$ cat src/rtl/spr_pkg.sv
// Shared types and constants for the stream pattern replace block.
package spr_pkg;

    // Default sizes of the pattern and replacement stores.
    localparam int PATTERN_MAX_DEF = 8;
    localparam int REPLACE_MAX_DEF = 8;

    // Configuration port sizes.
    localparam int CFG_AW = 2;
    localparam int CFG_DW = 64;

    // Configuration register indexes.
    localparam logic [CFG_AW-1:0] CFG_PATTERN_BYTES = 2'd0;
    localparam logic [CFG_AW-1:0] CFG_PATTERN_LEN   = 2'd1;
    localparam logic [CFG_AW-1:0] CFG_REPLACE_BYTES = 2'd2;
    localparam logic [CFG_AW-1:0] CFG_REPLACE_LEN   = 2'd3;

    // One input item.
    typedef struct packed {
        logic [7:0] data_byte;
        logic       last_byte;
    } t_in_item;

    // One result item.
    typedef struct packed {
        logic [7:0] out_byte;
        logic       has_byte;
        logic       out_last;
        logic       found_any;
    } t_out_item;

    // Per-cell control from the sequencer.
    typedef struct packed {
        logic load;
        logic shift;
    } t_cell_ctl;

endpackage

$ cat src/rtl/spr_cell.sv
// One cell of the held-byte row: stores a byte and compares it with its pattern byte.
module spr_cell (
    input  logic              i_clk,
    input  spr_pkg::t_cell_ctl i_ctl,
    input  logic [7:0]        i_data,
    input  logic [7:0]        i_next,
    input  logic [7:0]        i_pat_byte,
    output logic [7:0]        o_byte,
    output logic              o_hit
);

    logic [7:0] r_byte;

    // Load a new byte at the tail, or take the neighbor's byte on a shift.
    always_ff @(posedge i_clk) begin
        if (i_ctl.load) begin
            r_byte <= i_data;
        end else if (i_ctl.shift) begin
            r_byte <= i_next;
        end
    end

    assign o_byte = r_byte;
    assign o_hit  = (r_byte == i_pat_byte);

endmodule

$ cat src/rtl/stream_pattern_replace_top.sv
// Top level of the streaming find-and-replace block.
// A released byte passes the scan state and then the output register once its item is
// accepted; a replacement byte or a bare end marker passes the scan state, then the
// replace or end state, then the output register. A new item is taken only once the
// sequencer is idle; results leave byte by byte through the single output register.
// Reset (synchronous, active low) clears the sequencer, held count, match flag,
// output valid, and sets the pattern to the single byte 00 and the replacement to empty.
module stream_pattern_replace_top #(
    parameter int PATTERN_MAX = spr_pkg::PATTERN_MAX_DEF,
    parameter int REPLACE_MAX = spr_pkg::REPLACE_MAX_DEF
) (
    input  logic                       i_clk,
    input  logic                       i_rst_n,
    // input item channel
    input  logic                       i_valid,
    output logic                       o_stall,
    input  spr_pkg::t_in_item          i_item,
    // result item channel
    output logic                       o_valid,
    input  logic                       i_stall,
    output spr_pkg::t_out_item         o_item,
    // configuration write port
    input  logic                       i_cfg_we,
    input  logic [spr_pkg::CFG_AW-1:0] i_cfg_addr,
    input  logic [spr_pkg::CFG_DW-1:0] i_cfg_data
);

    localparam int CW = $clog2(PATTERN_MAX + 1);

    // Sequencer codes.
    localparam logic [1:0] ST_IDLE = 2'd0;  // wait for an item
    localparam logic [1:0] ST_SCAN = 2'd1;  // release, match check, flush
    localparam logic [1:0] ST_REPL = 2'd2;  // send replacement bytes
    localparam logic [1:0] ST_END  = 2'd3;  // send bare end marker

    // Configuration registers.
    logic [63:0] r_pat_bytes, n_pat_bytes;
    logic [3:0]  r_pat_len,   n_pat_len;
    logic [63:0] r_rep_bytes, n_rep_bytes;
    logic [3:0]  r_rep_len,   n_rep_len;

    // Sequencer state.
    logic [1:0]    r_state,    n_state;
    logic [CW-1:0] r_count,    n_count;
    logic          r_last,     n_last;
    logic          r_match,    n_match;
    logic [3:0]    r_repl_idx, n_repl_idx;

    // Output register.
    logic                r_out_valid, n_out_valid;
    spr_pkg::t_out_item  r_out,       n_out;

    // Cell row wiring.
    logic [7:0]  w_cell_byte [PATTERN_MAX];
    logic        w_hit       [PATTERN_MAX];
    logic        w_shift;
    logic        w_accept;
    logic        w_can_emit;
    logic        w_emit;
    logic        w_prefix;
    logic [3:0]  w_plen_full;
    logic [CW-1:0] w_plen;
    logic [3:0]  w_rlen;
    logic [3:0]  w_rlen_m1;
    spr_pkg::t_out_item w_emit_item;

    assign w_accept   = i_valid && !o_stall;
    assign w_can_emit = !r_out_valid || !i_stall;

    // Clamp the length registers into their legal ranges.
    always_comb begin
        if (r_pat_len == 4'd0) begin
            w_plen_full = 4'd1;
        end else if (r_pat_len > 4'(PATTERN_MAX)) begin
            w_plen_full = 4'(PATTERN_MAX);
        end else begin
            w_plen_full = r_pat_len;
        end
        if (r_rep_len > 4'(REPLACE_MAX)) begin
            w_rlen = 4'(REPLACE_MAX);
        end else begin
            w_rlen = r_rep_len;
        end
    end

    assign w_plen    = w_plen_full[CW-1:0];
    assign w_rlen_m1 = 4'(w_rlen - 4'd1);

    // Row of held-byte cells; cell 0 holds the oldest byte.
    genvar gi;
    generate
        for (gi = 0; gi < PATTERN_MAX; gi++) begin : g_cell
            spr_pkg::t_cell_ctl w_ctl;
            logic [7:0]         w_next;

            assign w_ctl.load  = w_accept && (r_count == CW'(gi));
            assign w_ctl.shift = w_shift;

            if (gi == PATTERN_MAX - 1) begin : g_tail
                assign w_next = w_cell_byte[gi];
            end else begin : g_mid
                assign w_next = w_cell_byte[gi+1];
            end

            spr_cell u_cell (
                .i_clk      (i_clk),
                .i_ctl      (w_ctl),
                .i_data     (i_item.data_byte),
                .i_next     (w_next),
                .i_pat_byte (r_pat_bytes[gi*8 +: 8]),
                .o_byte     (w_cell_byte[gi]),
                .o_hit      (w_hit[gi])
            );
        end
    endgenerate

    // Held bytes form a pattern prefix when every cell in use hits.
    always_comb begin
        w_prefix = 1'b1;
        for (int i = 0; i < PATTERN_MAX; i++) begin
            if ((CW'(i) < r_count) && !w_hit[i]) begin
                w_prefix = 1'b0;
            end
        end
    end

    // Sequencer: one result item per cycle into the output register while it is not stalled.
    always_comb begin
        n_state     = r_state;
        n_count     = r_count;
        n_last      = r_last;
        n_match     = r_match;
        n_repl_idx  = r_repl_idx;
        n_pat_bytes = r_pat_bytes;
        n_pat_len   = r_pat_len;
        n_rep_bytes = r_rep_bytes;
        n_rep_len   = r_rep_len;
        w_shift     = 1'b0;
        w_emit      = 1'b0;
        w_emit_item = '0;

        case (r_state)
            ST_IDLE: begin
                // Append the new byte at the tail of the row.
                if (w_accept) begin
                    n_count = CW'(r_count + 1'b1);
                    n_last  = i_item.last_byte;
                    n_state = ST_SCAN;
                end
            end
            ST_SCAN: begin
                if (r_count == '0) begin
                    // Everything released; the final item went out already if needed.
                    n_state = ST_IDLE;
                end else if (!w_prefix || r_last && (r_count != w_plen)) begin
                    // Release the oldest byte: either no prefix, or end-of-stream flush.
                    if (w_can_emit) begin
                        w_emit                = 1'b1;
                        w_emit_item.out_byte  = w_cell_byte[0];
                        w_emit_item.has_byte  = 1'b1;
                        w_emit_item.out_last  = r_last && (r_count == CW'(1));
                        w_emit_item.found_any = w_emit_item.out_last && r_match;
                        w_shift               = 1'b1;
                        n_count               = CW'(r_count - 1'b1);
                    end
                end else if (r_count == w_plen) begin
                    // Full match: drop the held bytes and send the replacement.
                    n_match    = 1'b1;
                    n_count    = '0;
                    n_repl_idx = '0;
                    if (w_rlen != 4'd0) begin
                        n_state = ST_REPL;
                    end else if (r_last) begin
                        n_state = ST_END;
                    end else begin
                        n_state = ST_IDLE;
                    end
                end else begin
                    // Held bytes are a proper prefix: hold them for the next item.
                    n_state = ST_IDLE;
                end
            end
            ST_REPL: begin
                if (w_can_emit) begin
                    w_emit                = 1'b1;
                    w_emit_item.out_byte  = r_rep_bytes[{r_repl_idx[2:0], 3'b000} +: 8];
                    w_emit_item.has_byte  = 1'b1;
                    w_emit_item.out_last  = r_last && (r_repl_idx == w_rlen_m1);
                    w_emit_item.found_any = w_emit_item.out_last && r_match;
                    n_repl_idx            = 4'(r_repl_idx + 4'd1);
                    if (r_repl_idx == w_rlen_m1) begin
                        n_state = ST_IDLE;
                    end
                end
            end
            ST_END: begin
                // Bare end marker: nothing else came out of the final item.
                if (w_can_emit) begin
                    w_emit                = 1'b1;
                    w_emit_item.out_last  = 1'b1;
                    w_emit_item.found_any = r_match;
                    n_state               = ST_IDLE;
                end
            end
            default: begin
                n_state = ST_IDLE;
            end
        endcase

        // Clear the match flag once the stream's final item goes out.
        if (w_emit && w_emit_item.out_last) begin
            n_match = 1'b0;
        end

        // Configuration writes; a new pattern discards the held bytes.
        if (i_cfg_we) begin
            case (i_cfg_addr)
                spr_pkg::CFG_PATTERN_BYTES: begin
                    n_pat_bytes = i_cfg_data;
                    n_count     = '0;
                end
                spr_pkg::CFG_PATTERN_LEN: begin
                    n_pat_len = i_cfg_data[3:0];
                    n_count   = '0;
                end
                spr_pkg::CFG_REPLACE_BYTES: begin
                    n_rep_bytes = i_cfg_data;
                end
                spr_pkg::CFG_REPLACE_LEN: begin
                    n_rep_len = i_cfg_data[3:0];
                end
                default: begin
                end
            endcase
        end
    end

    // Output register: load a new item, or drop the current one once taken.
    always_comb begin
        n_out_valid = r_out_valid;
        n_out       = r_out;
        if (w_emit) begin
            n_out_valid = 1'b1;
            n_out       = w_emit_item;
        end else if (!i_stall) begin
            n_out_valid = 1'b0;
        end
    end

    always_ff @(posedge i_clk) begin
        if (!i_rst_n) begin
            r_state     <= ST_IDLE;
            r_count     <= '0;
            r_match     <= 1'b0;
            r_out_valid <= 1'b0;
            r_pat_bytes <= '0;
            r_pat_len   <= 4'd1;
            r_rep_bytes <= '0;
            r_rep_len   <= 4'd0;
        end else begin
            r_state     <= n_state;
            r_count     <= n_count;
            r_match     <= n_match;
            r_out_valid <= n_out_valid;
            r_pat_bytes <= n_pat_bytes;
            r_pat_len   <= n_pat_len;
            r_rep_bytes <= n_rep_bytes;
            r_rep_len   <= n_rep_len;
        end
    end

    // Payload and per-item bookkeeping need no reset.
    always_ff @(posedge i_clk) begin
        r_last     <= n_last;
        r_repl_idx <= n_repl_idx;
        r_out      <= n_out;
    end

    assign o_stall = (r_state != ST_IDLE);
    assign o_valid = r_out_valid;
    assign o_item  = r_out;

endmodule

$ cat config.mk
export PLATFORM = sky130hd
export DESIGN_NAME = stream_pattern_replace_top
export DESIGN_NICKNAME = d
export VERILOG_FILES = /design/src/rtl/spr_pkg.sv /design/src/rtl/spr_cell.sv /design/src/rtl/stream_pattern_replace_top.sv
export SDC_FILE = /design/constraint.sdc
export NUM_CORES = 1
export LEC_CHECK = 0
export BUFFER_PORTS_ARGS = -buffer_cell sky130_fd_sc_hd__buf_2
export CAP_MARGIN = 30
export CELL_PAD_IN_SITES_DETAIL_PLACEMENT = 1
export CELL_PAD_IN_SITES_GLOBAL_PLACEMENT = 1
export CORE_MARGIN = 2
export CORE_UTILIZATION = 51
export DETAILED_ROUTE_END_ITERATION = 16
export HOLD_SLACK_MARGIN = 0.03
export PLACE_DENSITY_LB_ADDON = 0.2
export RECOVER_POWER = 25
export SETUP_SLACK_MARGIN = 0.4
export SYNTH_ARGS = -nofsm -noshare
export SYNTH_HDL_FRONTEND = slang
export SYNTH_SLANG_ARGS = --single-unit
export TNS_END_PERCENT = 5
$ cat constraint.sdc
create_clock -name i_clk -period 7.1 [get_ports i_clk]
set_clock_uncertainty 0.1 [all_clocks]
set_input_delay 1.42 -clock i_clk [delete_from_list [all_inputs] [get_ports i_clk]]
set_output_delay 1.42 -clock i_clk [all_outputs]
set_load 0.01 [all_outputs]
==> summary.md <==
The flow ran to the end, but the final reports show violations. The checks that failed: max-capacitance violations, max-slew violations. The netlist area before placement came out at 10480 um^2. The die is 147.3 um wide. The pre-antenna-repair detailed-routing pass consisted of 5 iterations.

The number of logic stages on the critical path including buffering is 3. Setup total negative slack on the finished layout was measured at 0 ns. Yosys mapped a number of flops with a built-in enable equal to 80. The clock reaches the later pin of the worst-skew pair after 0.53 ns. Along the worst path, the maximum fanout reaches 109. The tools report the final design utilization as 58.90%. The tools report the violation count after the first detailed-route iteration as 405. The area of the die was 21710 um^2; the total of warnings raised by yosys was 0. After detailed routing, the average wire length per cell comes to 22.11 um. Grouping stages by cell kind, the critical path spends the most delay in buffers and inverters. The cell sitting at the root of the clock tree is a sky130_fd_sc_hd__clkbuf_16. The total count of max-transition violations in the final report was 198; the number of instances on the worst hold path was 2.

The number of cells on the worst reg-to-reg path is 8. Max-cap violations in this run came to 3. After clock tree synthesis, the clock-pin slew on the worst setup and hold paths is 0.06 ns. The first global-routing pass estimated 47.47 mm of wire. Detailed placement ended at an HPWL of 21.47 mm. The detail route stage leaves a number of antenna-violating nets equal to 0. For the signal arrival time at the worst endpoint, the log shows 5.02 ns. In this design, the stage delay of the slowest critical-path cell is 2.81 ns.

The final-report hold violation count was 0. The synthesized netlist contains 53 unique library cells. After layout, the worst setup slack is 2.409 ns. The final layout contains 1189 nets. Dividing the detail-routed via count by the number of cells gives 5.686. In this run the vertical extent of the chip is 147.3 um. The sequential share of the synthesized area came out at 50.44%. At the placement stage, the worst setup path has a slack of 3.424 ns. The post-synthesis cell count is 1024, and the global-route total usage across every layer is 28.37%. The cell count after placement was 1339.

In the synthesized netlist the dominant register cell turns out to be sky130_fd_sc_hd__dfxtp_1. The number of buffers and inverters on the critical path is 2. By area, the combinational part of the netlist is dominated by simple AND/OR/NAND/NOR gates. The quantity of hold-fixing buffers added after cts was 0. The fraction of layout instances using a drive strength above 1 was 17.83%.

The run gives 0.2132 GHz as the highest attainable clock frequency. The logs give 8338 for the via count of the first global-routing pass and 224 for the number of sinks handled by clock tree synthesis. The filler cells instantiated in the layout total 2222. The most heavily used metal layer in global routing was met2.

The synthesized-area fraction occupied by ao, oa, aoi and oai cells came out at 13.80%. TritonCTS built the clock tree. The async set-reset flop share out of synthesis was 0%. The simple-gate share of the synthesized area is 14.71%, and the number of I/O pins is 93. Global routing consumed, on the met2 layer, 51.24% of the routing resources. The run gives 7.43 ns as the data required time at the worst endpoint. No sink is reached through more buffers than the 3 on the longest clock path. Summing the areas of all xor and xnor instances in the mapped netlist gives 5.934% of the synthesized area. The met1 routing resource usage after global routing was 35.47%. The number of nets handed over by synthesis was 1116. For the pin with the worst max-slew slack, the measured transition is 3.964 ns. The synthesized design contains 224 register bits.

In this run the core area contains 52 standard-cell rows. The number of buffers added for setup after CTS was 0. 0 antenna diodes ended up in the layout. The number of design rule violations left after detail routing was 0. The top cell types in the final layout, fill and taps aside, are 283 x sky130_fd_sc_hd__nand2_1, 144 x sky130_fd_sc_hd__dfxtp_1, 128 x sky130_fd_sc_hd__a21boi_0.

The worst setup path is captured at a flip-flop. Counting the buffers created by CTS gives 25. The worst-case IR drop observed on VDD is 0.1701 mV. Share of the cycle needed by the critical path after routing: 66.08%.

Multiplexer cells account for 11.08% of the synthesized area. Summing over every cut layer, the via total after detailed routing is 7881. The depth of the CTS H-tree is 1, and the layout-stage area growth over the synthesis result is 13.36%. Wires add up to 30.65 mm.

Setup repair after global routing left no endpoint under its margin. Traced cell by cell, the critical path runs through buf_4 -> clkbuf_1 -> a21boi_0. The tools report the relative max-transition margin as -164.3%. The initial antenna violation count is 0, and the core area is 20170 um^2. After the flow finishes, the layout carries non-filler instances totaling 1386.

The final critical-path required period works out to 4.691 ns. The kind of critical path was primary input to flip-flop. The critical-path cell with the highest stage delay is sky130_fd_sc_hd__clkbuf_1.

Largest net degree at the start of global routing: 110. The nature of the critical path startpoint is a primary input. The library cell used most frequently in the layout, excluding fill and tap cells, is sky130_fd_sc_hd__nand2_1.

The synthesized area per cell was 10.23 um^2. For this run the aggregate overflow at the end of global routing stands at 0. At the end of routability-driven placement, the weighted congestion stood at 0.8611. For this design the ratio of total power to cell area is 249.1 nW/um^2.

The tools report the starting utilization of the core area as 51.95%. After clock tree synthesis, the repair step resized 0 gates. Setup violations remaining at the end of the flow were counted as 0. The worst min-delay path class is flip-flop to flip-flop. Input and output buffers added on the ports amount to 92. The tools report the met3 routing resource usage after global routing as 3.354%. The synthesized netlist devotes 1.433% of its cell area to adder and majority cells.

In this run the static leakage power is 4.396 nW.
==> power breakdown <==
group / total [mW] / leakage, nW / switching [mW] / internal, mW
Sequential: 1.42 / 1.88 / 0.0420 / 1.38
Combinational: 0.280 / 2.14 / 0.169 / 0.111
Clock: 1.26 / 0.379 / 0.522 / 0.733
Total: 2.96 / 4.40 / 0.733 / 2.23
==> cell type report <==
cell class	instances	area (um^2)	share of cell area [%]
Multi-Input combinational cell	733	4936	41.55
Clock inverter	11	107.6	0.9058
Inverter	11	43.79	0.3687
Sequential cell	224	5285	44.49
Timing Repair Buffer	102	495.5	4.171
Tap cell	270	337.8	2.844
Clock buffer	35	673.1	5.667
==> Yosys cell counts, types with 10 or more instances <==
cell | instances | area (um^2)
sky130_fd_sc_hd__nor4_1 | 15 | 93.84
sky130_fd_sc_hd__mux4_2 | 16 | 360.4
sky130_fd_sc_hd__o21ai_0 | 13 | 65.06
sky130_fd_sc_hd__dfxtp_1 | 144 | 2883
sky130_fd_sc_hd__a21boi_0 | 128 | 960.9
sky130_fd_sc_hd__ha_1 | 12 | 150.1
sky130_fd_sc_hd__mux2_2 | 56 | 630.6
sky130_fd_sc_hd__edfxtp_1 | 80 | 2402
sky130_fd_sc_hd__mux2i_1 | 17 | 170.2
sky130_fd_sc_hd__xor2_1 | 67 | 586.8
sky130_fd_sc_hd__nand2_1 | 283 | 1062
sky130_fd_sc_hd__nor2_1 | 14 | 52.55
sky130_fd_sc_hd__clkbuf_1 | 46 | 172.7
sky130_fd_sc_hd__nand3_1 | 12 | 60.06
sky130_fd_sc_hd__a21oi_1 | 15 | 75.07
sky130_fd_sc_hd__nor2b_1 | 10 | 62.56
==> through the flow <==
step	hold WS (ns)	area, um^2	total power [mW]
6_report	0.3651	11880	2.959
5_1_grt	0.3848	11880	3.056
4_1_cts	0.3661	11910	2.970
3_5_place_dp	0.3584	11130	1.724
3_3_place_gp	0.3494	11120	1.713
2_1_floorplan	0.3402	10480	1.612
==> tightest hold or removal path, delay by kind of cell, from the launching register on <==
family	cells	cell delay (ns)
compound gates	1	0.06
flops	1	0.30
simple gates	1	0.04
==> logic make-up (layout without fill, tap and decap cells) <==
| family | Yosys count | after routing |
|---|---|---|
| adders and majority gates | 12 | 12 |
| AOI/OAI and AO/OA | 196 | 196 |
| buffers and inverters | 67 | 159 |
| and+or+nand+nor | 365 | 365 |
| DFF | 224 | 224 |
| xor gates and xnor gates | 71 | 71 |
| muxes | 89 | 89 |
==> registers in the layout, summed over array words and instances, names as in the netlist <==
signal                count
r_count                   4
r_pat_len                 4
r_last                    1
r_repl_idx                4
o_item                   11
r_rep_len                 4
r_rep_bytes              64
r_match                   1
g_cell.u_cell.o_byte     64
r_pat_bytes              64
r_state                   2
o_valid                   1
==> metal layers <==
metal	share of wire (%)	vias to the layer above	routed length (um)
li1	-	3713	-
met1	43	3924	13050
met2	50	183	15470
met3	3.7	61	1145
met4	3.2	0	976
met5	0	-	0
==> final timing paths <==
check	start	end	slack [ns]
setup / recovery	i_rst_n	r_pat_bytes[35]	2.41
setup reg to reg	g_cell[3].u_cell.o_byte[7]	o_item[8]	3.60
hold / removal	r_rep_bytes[55]	r_rep_bytes[55]	0.37
hold reg to reg	r_rep_bytes[55]	r_rep_bytes[55]	0.37
No activity file was read; power rests on OpenSTA's default activity.
